===== src/rtl/rpn_pkg.sv =====
`default_nettype none
package rpn_pkg;

  localparam int unsigned StackDepth = 128;
  localparam int unsigned PtrW       = $clog2(StackDepth);
  localparam int unsigned CntW       = $clog2(StackDepth + 1);
  localparam int unsigned DataW      = 32;
  localparam int unsigned KindW      = 4;
  localparam int unsigned DepthW     = 8;

  typedef enum logic [KindW-1:0] {
    KIND_PUSH  = 4'd0,
    KIND_ADD   = 4'd1,
    KIND_SUB   = 4'd2,
    KIND_MUL   = 4'd3,
    KIND_DIV   = 4'd4,
    KIND_MOD   = 4'd5,
    KIND_CLEAR = 4'd6,
    KIND_PEEK  = 4'd7,
    KIND_DUP   = 4'd8,
    KIND_SWAP  = 4'd9,
    KIND_EOL   = 4'd10,
    KIND_BAD   = 4'd11
  } kind_e;

  typedef enum logic [2:0] {
    OP_PUSH,
    OP_BINARY,
    OP_CLEAR,
    OP_PEEK,
    OP_DUP,
    OP_SWAP,
    OP_EOL,
    OP_BAD
  } op_e;

  typedef enum logic [1:0] {
    AR_ADD,
    AR_SUB,
    AR_MUL,
    AR_DIVMOD
  } arith_e;

  // A classified token as it sits in the queue.
  typedef struct packed {
    op_e               op;
    arith_e            arith;
    logic              is_mod;
    logic [DataW-1:0]  operand;
  } cmd_t;

  typedef enum logic [3:0] {
    ST_IDLE,
    ST_RD_B,
    ST_WAIT_B,
    ST_RD_A,
    ST_WAIT_A,
    ST_EXEC,
    ST_MUL,
    ST_DIV,
    ST_DIV_FIN,
    ST_WRITE2,
    ST_DONE
  } state_e;

  function automatic logic [DataW-1:0] sat64(input logic signed [65:0] v);
    logic [DataW-1:0] r;
    if (v > 66'sd2147483647) begin
      r = 32'h7fff_ffff;
    end else if (v < -66'sd2147483648) begin
      r = 32'h8000_0000;
    end else begin
      r = v[DataW-1:0];
    end
    return r;
  endfunction

endpackage
`default_nettype wire


===== src/rtl/rpn_front.sv =====
`default_nettype none
module rpn_front (
  input  wire logic               clk_i,
  input  wire logic               rst_ni,
  input  wire logic               start_i,
  input  wire logic [3:0]         kind_i,
  input  wire logic [31:0]        operand_i,
  output logic                    busy_o,
  output rpn_pkg::cmd_t           cmd_o,
  output logic                    cmd_valid_o,
  input  wire logic               cmd_pop_i
);
  import rpn_pkg::*;

  // Two-entry queue between token intake and execution.
  cmd_t        q_mem_q [2];
  logic        wr_q, rd_q;
  logic [1:0]  cnt_q;
  cmd_t        cmd_d;
  logic        push;

  always_comb begin
    cmd_d = '0;
    cmd_d.operand = operand_i;
    unique case (kind_i)
      KIND_PUSH:  cmd_d.op = OP_PUSH;
      KIND_ADD:   begin cmd_d.op = OP_BINARY; cmd_d.arith = AR_ADD; end
      KIND_SUB:   begin cmd_d.op = OP_BINARY; cmd_d.arith = AR_SUB; end
      KIND_MUL:   begin cmd_d.op = OP_BINARY; cmd_d.arith = AR_MUL; end
      KIND_DIV:   begin cmd_d.op = OP_BINARY; cmd_d.arith = AR_DIVMOD; end
      KIND_MOD:   begin
        cmd_d.op = OP_BINARY; cmd_d.arith = AR_DIVMOD; cmd_d.is_mod = 1'b1;
      end
      KIND_CLEAR: cmd_d.op = OP_CLEAR;
      KIND_PEEK:  cmd_d.op = OP_PEEK;
      KIND_DUP:   cmd_d.op = OP_DUP;
      KIND_SWAP:  cmd_d.op = OP_SWAP;
      KIND_EOL:   cmd_d.op = OP_EOL;
      default:    cmd_d.op = OP_BAD;
    endcase
  end

  assign busy_o      = (cnt_q == 2'd2);
  assign push        = start_i && !busy_o;
  assign cmd_valid_o = (cnt_q != 2'd0);
  assign cmd_o       = q_mem_q[rd_q];

  always_ff @(posedge clk_i) begin
    if (push) begin
      q_mem_q[wr_q] <= cmd_d;
    end
  end

  always_ff @(posedge clk_i or negedge rst_ni) begin
    if (!rst_ni) begin
      wr_q  <= 1'b0;
      rd_q  <= 1'b0;
      cnt_q <= 2'd0;
    end else begin
      if (push) begin
        wr_q <= ~wr_q;
      end
      if (cmd_pop_i) begin
        rd_q <= ~rd_q;
      end
      cnt_q <= cnt_q + 2'(push) - 2'(cmd_pop_i);
    end
  end

endmodule
`default_nettype wire


===== config.mk =====
export PLATFORM = sky130hd
export DESIGN_NAME = rpn_front
export DESIGN_NICKNAME = d
export VERILOG_FILES = /design/src/rtl/rpn_pkg.sv /design/src/rtl/rpn_front.sv
export SDC_FILE = /design/constraint.sdc
export NUM_CORES = 1
export LEC_CHECK = 0
export BUFFER_PORTS_ARGS = -buffer_cell sky130_fd_sc_hd__buf_2
export CELL_PAD_IN_SITES_DETAIL_PLACEMENT = 0
export CELL_PAD_IN_SITES_GLOBAL_PLACEMENT = 1
export CORE_UTILIZATION = 40
export CTS_CLUSTER_SIZE = 14
export DETAILED_ROUTE_END_ITERATION = 10
export PLACE_DENSITY = 0.82
export SLEW_MARGIN = 20
export SYNTH_ARGS = -nofsm -noshare
export SYNTH_HDL_FRONTEND = slang
export SYNTH_SLANG_ARGS = --single-unit
export TNS_END_PERCENT = 5

===== constraint.sdc =====
create_clock -name clk_i -period 5.65 [get_ports clk_i]
set_input_delay 0.565 -clock clk_i [delete_from_list [all_inputs] [get_ports clk_i]]
set_output_delay 0.565 -clock clk_i [all_outputs]
set_load 0.02 [all_outputs]

# [Word level (Yosys, flattened, before mapping)]
# Memories as Yosys holds them, arrays and structs flattened.
# Cells that the tools add are included.
[word_totals] regBits=4 ram_bits=76 in_bits=40 output_inout_bits=40 elab_cells=30 n_memories=1
[mem_list] memory="q_mem_q" depth=2 width=38 read_ports=1 rd_ports_with_merged_regs=0 write_ports=1 line_no="rpn_front.sv:16" text="cmd_t q_mem_q [2];"
[op_classes] n_addsub=2 n_eq_ne=11 mux=5 n_bitwise=2 n_reduce_logical=6
[ops] cell="$pmux W3 S7" n=1
[ops] cell="$eq A4 B3 Y1 const B" n=4
[ops] cell="$eq A4 B4 Y1 const B" n=3
[ops] cell="$eq A4 B2 Y1 const B" n=2
[ops] cell="$pmux W2 S3" n=1
[ops] cell="$reduce_or A5 Y1" n=1
[ops] cell="$eq A4 B1 Y1 const B" n=1
[ops] cell="$logic_not A4 Y1" n=1
[ops] cell="$mux W1" n=3
[ops] cell="$add A2 B1 Y2" n=1
[ops] cell="$eq A2 B2 Y1 const B" n=1
[ops] cell="$not A1 Y1" n=2
[ops] cell="$reduce_bool A2 Y1" n=1
[ops] cell="$reduce_or A2 Y1" n=1
[ops] cell="$sub A2 B1 Y2" n=1
[ops] cell="$logic_and A1 B1 Y1" n=1
[ops] cell="$logic_not A1 Y1" n=1

# [Depth between registers and ports, before layout]
# Gate-level depths: netlist of the first run.
[depth] word_depth=5 ltp_mapped=7 mapped_depth_nobuf=7

# [Worst setup path before layout of the first run]
# Ideal clock, no wire load.
[synth_path] path_type="input to register" from="input port start_i" to="memory q_mem_q[0][0] (netlist bit), enable pin" setup_ps=433 arrival_ps=2261 required_ps=5217 setup_slack_ps=2956 path_stages=2 path_buffers=0 cell_sequence="nand2_1 -> nor2_1"
[synth_between] elab_chain_cells=3
[synth_rtl] item="from (decl)" line_no="rpn_front.sv:5" text="input wire logic start_i,"
[synth_rtl] item="$logic_and A1 B1 Y1" line_no="rpn_front.sv:44" text="assign push = start_i && !busy_o;"
[synth_rtl] item="$mux W1" line_no="rpn_front.sv:49" text="if (push) begin"
[synth_rtl] item="$mux W1 (not written as such)" line_no="rpn_front.sv:50" text="q_mem_q[wr_q] <= cmd_d;"
[synth_rtl] item="to (decl)" line_no="rpn_front.sv:16"
# No other way between the ends.

==> results.sh, run 1 <==
export IMPL_place_gp_congestion=0.687
export IMPL_die_x_um=89.4
export IMPL_path_clk_slew_ns=0.08
export IMPL_synth_top_cell_by_area="edfxtp_1"
export IMPL_vias=1548
export IMPL_fin_tns_setup_ns=0
export IMPL_combPwrFrac=0.316
export IMPL_syn_num_nets=188
export IMPL_final_area_um2=3770
export IMPL_swShare=0.321
export IMPL_crit_path_end_kind="output port"
export IMPL_place_worst_setup_slack_ns=3.46
export IMPL_grt_usage=0.130
export IMPL_yosys_area_share_simple=0.0225
export IMPL_wl_mm=5.01
export IMPL_core_area_um2=7330
export IMPL_placedCellCount=319
export IMPL_postRouteAntennaNets=0
export IMPL_synth_seq_cells=80
export IMPL_die_h_um=89.4
export IMPL_synth_area_per_cell_um2=20.9
export IMPL_initial_utilization=0.417
export IMPL_synth_compound_area_frac=0.00327
export IMPL_htree_levels=3
export IMPL_detail_route_wl_per_cell_um=14.9
export IMPL_drive_gt1_frac=0.574
export IMPL_ir_drop_v=0.000183
export IMPL_diodes=0
export IMPL_skew_ns=0.00963
export IMPL_critPathSlowestCell="dfrtp_2"
export IMPL_cts_hold_buf=0
export IMPL_clock_fmax_mhz=395
export IMPL_relSlewSlack=0.338
export IMPL_total_power_w=0.00198
export IMPL_synth_area_um2=3060
export IMPL_cap_viol_max_count=0
export IMPL_yosys_top_cells_area="edfxtp_1, mux2_2, mux2_4, dfrtp_1, xnor2_1"
export IMPL_synthMuxAreaShare=0.152
export IMPL_portBuffers=79
export IMPL_num_rows=31
export IMPL_synthToLayoutAreaGrowth_pct=23.4
export IMPL_rsz0062_at_grt="false"
export IMPL_grt_overflow=0
export IMPL_final_hold_viol_count=0
export IMPL_p_sw_w=0.000636
export IMPL_hold_class="primary input to asynchronous set/reset pin"
export IMPL_fillCellCount=622
export IMPL_die_area_um2=8000
export IMPL_slowest_delay_ns=1.02
export IMPL_drc=0
export IMPL_worstPathMaxFanout=39
export IMPL_grt_pass1_wl_mm=7.22
export IMPL_synthAdderAreaFrac=0.0115
export IMPL_ios=80
export IMPL_clock_latency_ns=0.35
export IMPL_powerDensity_nw_per_um2=524
export IMPL_drt_iter0_drc=41
export IMPL_cp_required_ns=5.09
export IMPL_cp_arrival_ns=1.97
export IMPL_slew_viol_final=0
export IMPL_min_period_ns=2.53
export IMPL_clock_tree_buffer_depth=2
export IMPL_synthCells=146
export IMPL_cts_root_buf="clkbuf_8"
export IMPL_synth_top_family_by_area="multiplexers"
export IMPL_postCtsSetupBuffers=0
export IMPL_ys_warn_count=0
export IMPL_cts_tree="yes"
export IMPL_synthDistinctLibCells=23
export IMPL_worstSetupStartpointType="flip-flop"
export IMPL_setup_viol=0
export IMPL_tightest_slew_ns=0.994
export IMPL_crit_type="flip-flop to output port"
export IMPL_synth_xor_xnor_area_share=0.0143
export IMPL_cts_resized=0
export IMPL_finalNetCount=274
export IMPL_synth_top_area_share=0.746
export IMPL_ys_seq_area_frac=0.779
export IMPL_fin_cells=336
export IMPL_setup_ws_ns=3.12
export IMPL_clock_sinks=80
export IMPL_pwr_share_clk=0.226
export IMPL_power_frac_seq=0.458
export IMPL_worst_r2r_path_depth=2
export IMPL_vias_per_cell=4.61
export IMPL_timing_final_crit_share=0.449
export IMPL_place_area_um2=3540
export IMPL_crit_chain="mux2_2, buf_2"
export IMPL_grt_antenna_before_repair=0
export IMPL_grt_max_degree=40
export IMPL_grt_pass1_vias=1446
export IMPL_leakagePower_nw=1.44
export IMPL_p_int_w=0.00134
export IMPL_numCtsBuffers=9
export IMPL_status="finished clean"
export IMPL_place_hpwl_mm=3.19
export IMPL_firstDrtPassIters=4
-- worst paths after layout --
path | start | slack (ns) | end
worst max register to register | cnt_q[1] | 3.92 | q_mem_q[1][28]
min in group clk_i | operand_i[11] | 0.40 | q_mem_q[0][11]
worst max-delay path | rd_q | 3.12 | cmd_o[9]
worst min-delay path | rst_ni | 0.01 | wr_q
worst min register to register | cnt_q[1] | 0.50 | cnt_q[1]
max in group asynchronous | rst_ni | 5.49 | rd_q
-- layout by cell type, fill, tap and decap left out --
cell	instances
maj3_1	1
dfrtp_2	1
clkinv_4	1
nand3b_1	1
nand2_1	1
nor2b_1	1
dfrtp_1	3
nor2_4	1
mux2_4	10
xor2_1	1
clkinvlp_4	1
and3_2	1
buf_2	79
buf_12	1
clkbuf_8	9
nand2b_1	3
edfxtp_1	76
or3b_1	1
inv_1	2
clkinv_2	1
bufinv_16	2
xnor2_1	4
or2_2	1
nor3b_1	1
a21oi_1	2
ha_1	2
mux2_2	28
clkbuf_1	2
-- worst max-delay path, delay by kind of cell (launching register included) --
| kind | cells | cell delay (ns) |
|---|---|---|
| flip-flops | 1 | 1.02 |
| multiplexers | 1 | 0.43 |
| buffers and inverters | 1 | 0.16 |
-- state kept, by name (all words and copies together), names as in the netlist --
register  cells
cnt_q         2
q_mem_q      76
rd_q          1
wr_q          1
-- power by group through the flow --
stage | clock network [W] | logic, W | registers, W
2_1_floorplan | 0 | 0.000511 | 0.000857
3_3_place_gp | 0 | 0.000619 | 0.000919
3_5_place_dp | 0 | 0.000626 | 0.000927
4_1_cts | 0.000459 | 0.000628 | 0.000914
5_1_grt | 0.000482 | 0.000674 | 0.000925
6_report | 0.000446 | 0.000626 | 0.000908
-- synthesized netlist by cell type --
library cell  number
ha_1               2
mux2_4            10
inv_1              2
maj3_1             1
xnor2_1            4
buf_8              1
or2_2              1
buf_4              2
nor2_1             1
nand3b_1           1
mux2_2            28
nand2b_1           3
a21oi_1            2
nand2_1            1
xor2_1             1
nor2b_1            1
and3_1             1
edfxtp_1          76
nor3b_1            1
buf_6              1
clkbuf_1           1
dfrtp_1            4
or3b_1             1
-- per-stage QoR --
stage | hold slack [ns] | utilization
after floorplan | 0.269 | -
after global placement | 0.380 | 0.483
after detailed placement | 0.382 | 0.483
after CTS | 0.00508 | 0.512
after global routing | 0.00139 | 0.515
final | 0.0132 | 0.515
-- logic make-up after synthesis --
group	after synthesis
xor gates and xnor gates	5
muxes	38
AOI/OAI and AO/OA	2
buffers and inverters	7
DFF	80
adders and majority gates	3
and+or+nand+nor	11
-- area by class of cell --
cell class	count	area (µm²)	share of cell area
Sequential cell	80	2380	0.631
Inverter	2	7.51	0.00199
Clock inverter	5	81.3	0.0215
Multi-Input combinational cell	59	632	0.167
Timing Repair Buffer	80	415	0.110
Clock buffer	11	131	0.0348
Tap cell	99	124	0.0328
-- routing by layer --
metal | GRT usage | wire length [µm]
met1 | 0.140 | 2010
met2 | 0.228 | 2680
met3 | 0.0388 | 200
met4 | 0.0736 | 114
met5 | 0 | 0
(Power assumes the default switching activity.)
==> inputs of run 2 (changes only) <==
ABC_AREA = 1   (was not set)
CORE_UTILIZATION = 37   (was 40)
PLACE_DENSITY = 0.83   (was 0.82)
clock period = 2.2 ns   (was 5.65 ns; I/O delays follow)
==> run 2 against run 1 <==
Critical path depth is 2 higher; sequential share of layout area is 1.7 points lower; largest power group unchanged; flip-flop and latch count did not move; routed wire length is 0.18% lower; die area up 9.3%; first-iteration DRC count rose by 46%; highest routed layer unchanged; count of clock-buffer cells in the layout fell by 2; synthesized area grew 1.4%; clock skew decreased by 0.0033 ns; power rose to 2.6 times the previous value.
==> results.sh, run 2 <==
export IMPL_synth_seq_cells=80
export IMPL_relSlewSlack=0.578
export IMPL_min_period_ns=1.99
export IMPL_critPathSlowestCell="dfrtp_2"
export IMPL_yosys_top_cells_area="edfxtp_1, nand2_1, inv_1, o21ai_0, dfrtp_1"
export IMPL_total_power_w=0.00522
export IMPL_die_h_um=93.5
export IMPL_detail_route_wl_per_cell_um=11.4
export IMPL_cts_root_buf="clkbuf_8"
export IMPL_reg_top3="q_mem_q x76, cnt_q x2"
export IMPL_wl_mm=5.00
export IMPL_final_common_cell="buf_2"
export IMPL_cts_resized=0
export IMPL_rsz0062_at_grt="false"
export IMPL_synth_compound_area_frac=0.0646
export IMPL_numCtsBuffers=9
export IMPL_worstSetupStartpointType="flip-flop"
export IMPL_worstPathMaxFanout=40
export IMPL_drt_iter0_drc=60
export IMPL_portBuffers=79
export IMPL_crit_chain="buf_12, nand2_1, o21ai_0, buf_2"
export IMPL_clock_fmax_mhz=502
export IMPL_fin_tns_setup_ns=0
export IMPL_place_gp_congestion=0.692
export IMPL_grt_antenna_before_repair=0
export IMPL_layout_common_cells="buf_2, edfxtp_1, nand2_1, inv_1, o21ai_0"
export IMPL_crit_type="flip-flop to output port"
export IMPL_final_area_um2=3880
export IMPL_hold_class="primary input to flip-flop"
export IMPL_clock_tree_buffer_depth=2
export IMPL_synthMuxAreaShare=0
export IMPL_synthCells=242
export IMPL_fillCellCount=747
export IMPL_grt_overflow=0
export IMPL_grt_max_degree=41
export IMPL_ios=80
export IMPL_grt_pass1_wl_mm=8.05
export IMPL_setup_viol=0
export IMPL_ys_seq_area_frac=0.769
export IMPL_cp_top_family="flip-flops"
export IMPL_place_hpwl_mm=3.33
export IMPL_regMostFlops="q_mem_q"
export IMPL_p_sw_w=0.00184
export IMPL_finalNetCount=370
export IMPL_drc=0
export IMPL_synth_top_area_share=0.736
export IMPL_p_int_w=0.00338
export IMPL_cp_arrival_ns=1.77
export IMPL_num_rows=33
export IMPL_syn_num_nets=284
export IMPL_synthAdderAreaFrac=0.00807
export IMPL_skew_ns=0.00633
export IMPL_vias_per_cell=4.28
export IMPL_cp_required_ns=1.98
export IMPL_synthDistinctLibCells=14
export IMPL_final_hold_viol_count=0
export IMPL_drive_gt1_frac=0.303
export IMPL_synth_edf_count=76
export IMPL_die_area_um2=8750
export IMPL_firstDrtPassIters=6
export IMPL_slowest_delay_ns=0.78
export IMPL_fin_cells=438
export IMPL_ys_warn_count=0
export IMPL_tightest_slew_ns=0.634
export IMPL_diodes=0
export IMPL_postRouteAntennaNets=0
export IMPL_synth_area_per_cell_um2=12.8
export IMPL_placedCellCount=421
export IMPL_yosysMostFrequentCell="edfxtp_1"
export IMPL_yosys_area_share_simple=0.0763
export IMPL_clock_sinks=80
export IMPL_combPwrFrac=0.327
export IMPL_ys_top_cells_by_count="edfxtp_1, nand2_1, inv_1"
export IMPL_grt_pass1_vias=1788
export IMPL_core_area_um2=8180
export IMPL_slew_viol_final=0
export IMPL_synth_top_cell_by_area="edfxtp_1"
export IMPL_synthToLayoutAreaGrowth_pct=25.2
export IMPL_cts_tree="yes"
export IMPL_power_frac_seq=0.432
export IMPL_status="finished clean"
export IMPL_synth_area_um2=3100
export IMPL_synth_xor_xnor_area_share=0.00283
export IMPL_htree_levels=3
export IMPL_die_x_um=93.5
export IMPL_pwr_share_clk=0.242
export IMPL_grt_usage=0.124
export IMPL_timing_final_crit_share=0.905
export IMPL_largest_reg_flops=76
export IMPL_synth_top_family_by_area="buffers and inverters"
export IMPL_ir_drop_v=0.000529
export IMPL_initial_utilization=0.379
export IMPL_crit_path_end_kind="output port"
export IMPL_synth_flop_cell="edfxtp_1"
export IMPL_swShare=0.353
export IMPL_place_area_um2=3630
export IMPL_clock_latency_ns=0.33
export IMPL_cap_viol_max_count=0
export IMPL_leakagePower_nw=1.70
export IMPL_path_clk_slew_ns=0.08
export IMPL_worst_path_buf_inv=2
export IMPL_synth_async_reset_ratio=0.0500
export IMPL_vias=1875
export IMPL_powerDensity_nw_per_um2=1350
[run 2: power groups by stage]
stage / combinational, W / sequential [W] / clock (W)
2_1_floorplan: 0.00124 / 0.00219 / 0
3_3_place_gp: 0.00172 / 0.00227 / 0
3_5_place_dp: 0.00174 / 0.00229 / 0
4_1_cts: 0.00174 / 0.00226 / 0.00131
5_1_grt: 0.00191 / 0.00230 / 0.00137
6_report: 0.00170 / 0.00225 / 0.00126
[run 2: worst paths after layout]
check	to	slack, ns	from	cells past startpoint
max	cmd_o[5]	0.21	rd_q	4
min	q_mem_q[1][9]	0.07	operand_i[9]	1
max reg2reg	cnt_q[1]	0.79	cnt_q[0]	9
min reg2reg	wr_q	0.48	wr_q	2
max in group asynchronous	rd_q	1.84	rst_ni	2
min in group asynchronous	cnt_q[0]	0.23	rst_ni	2
[run 2: layout make-up]
type / instances / area (µm²) / area share
timing repair buffer: 84 / 460 / 0.119
multi-input combinational: 104 / 478 / 0.123
inverter: 49 / 184 / 0.0474
clock inverter: 7 / 119 / 0.0306
tap: 105 / 131 / 0.0339
clock buffer: 9 / 124 / 0.0319
sequential: 80 / 2380 / 0.614
[run 2: timing repair]
item | 4_1_cts | 5_1_grt
buffers inserted | 0 | 0
hold endpoints to repair | 4 | 0
hold buffers | 1 | 0
[run 2: through the flow]
stage                util  setup slack [ns]  hold WS, ns
finish              0.475             0.209       0.0725
global route        0.475            0.0567       0.0434
CTS                 0.475             0.193       0.0487
detailed placement  0.444             0.573       0.0323
global placement    0.444             0.614       0.0309
floorplan               -             0.235      -0.0756
[run 2: kinds of logic (layout without fill, tap and decap cells)]
kind of cell	after synthesis	in the layout
DFF	80	80
and+or+nand+nor	61	61
buffers and inverters	58	149
AOI/OAI and AO/OA	40	40
adders and majority gates	2	2
xor gates and xnor gates	1	1
[run 2: worst reg2reg max path: stages (launching register included)]
cell	delay, ns
dfrtp_1	0.38
inv_1	0.07
nand2_1	0.08
nand2_1	0.16
ha_1	0.26
inv_1	0.06
ha_1	0.16
inv_1	0.04
nand2_1	0.06
nand2_1	0.04
[run 2: routing by layer]
metal	global-route usage	vias up	wire [µm]
li1	-	972	-
met1	0.148	847	2240
met2	0.213	51	2460
met3	0.0309	5	255
met4	0.0500	0	38
met5	0	-	0
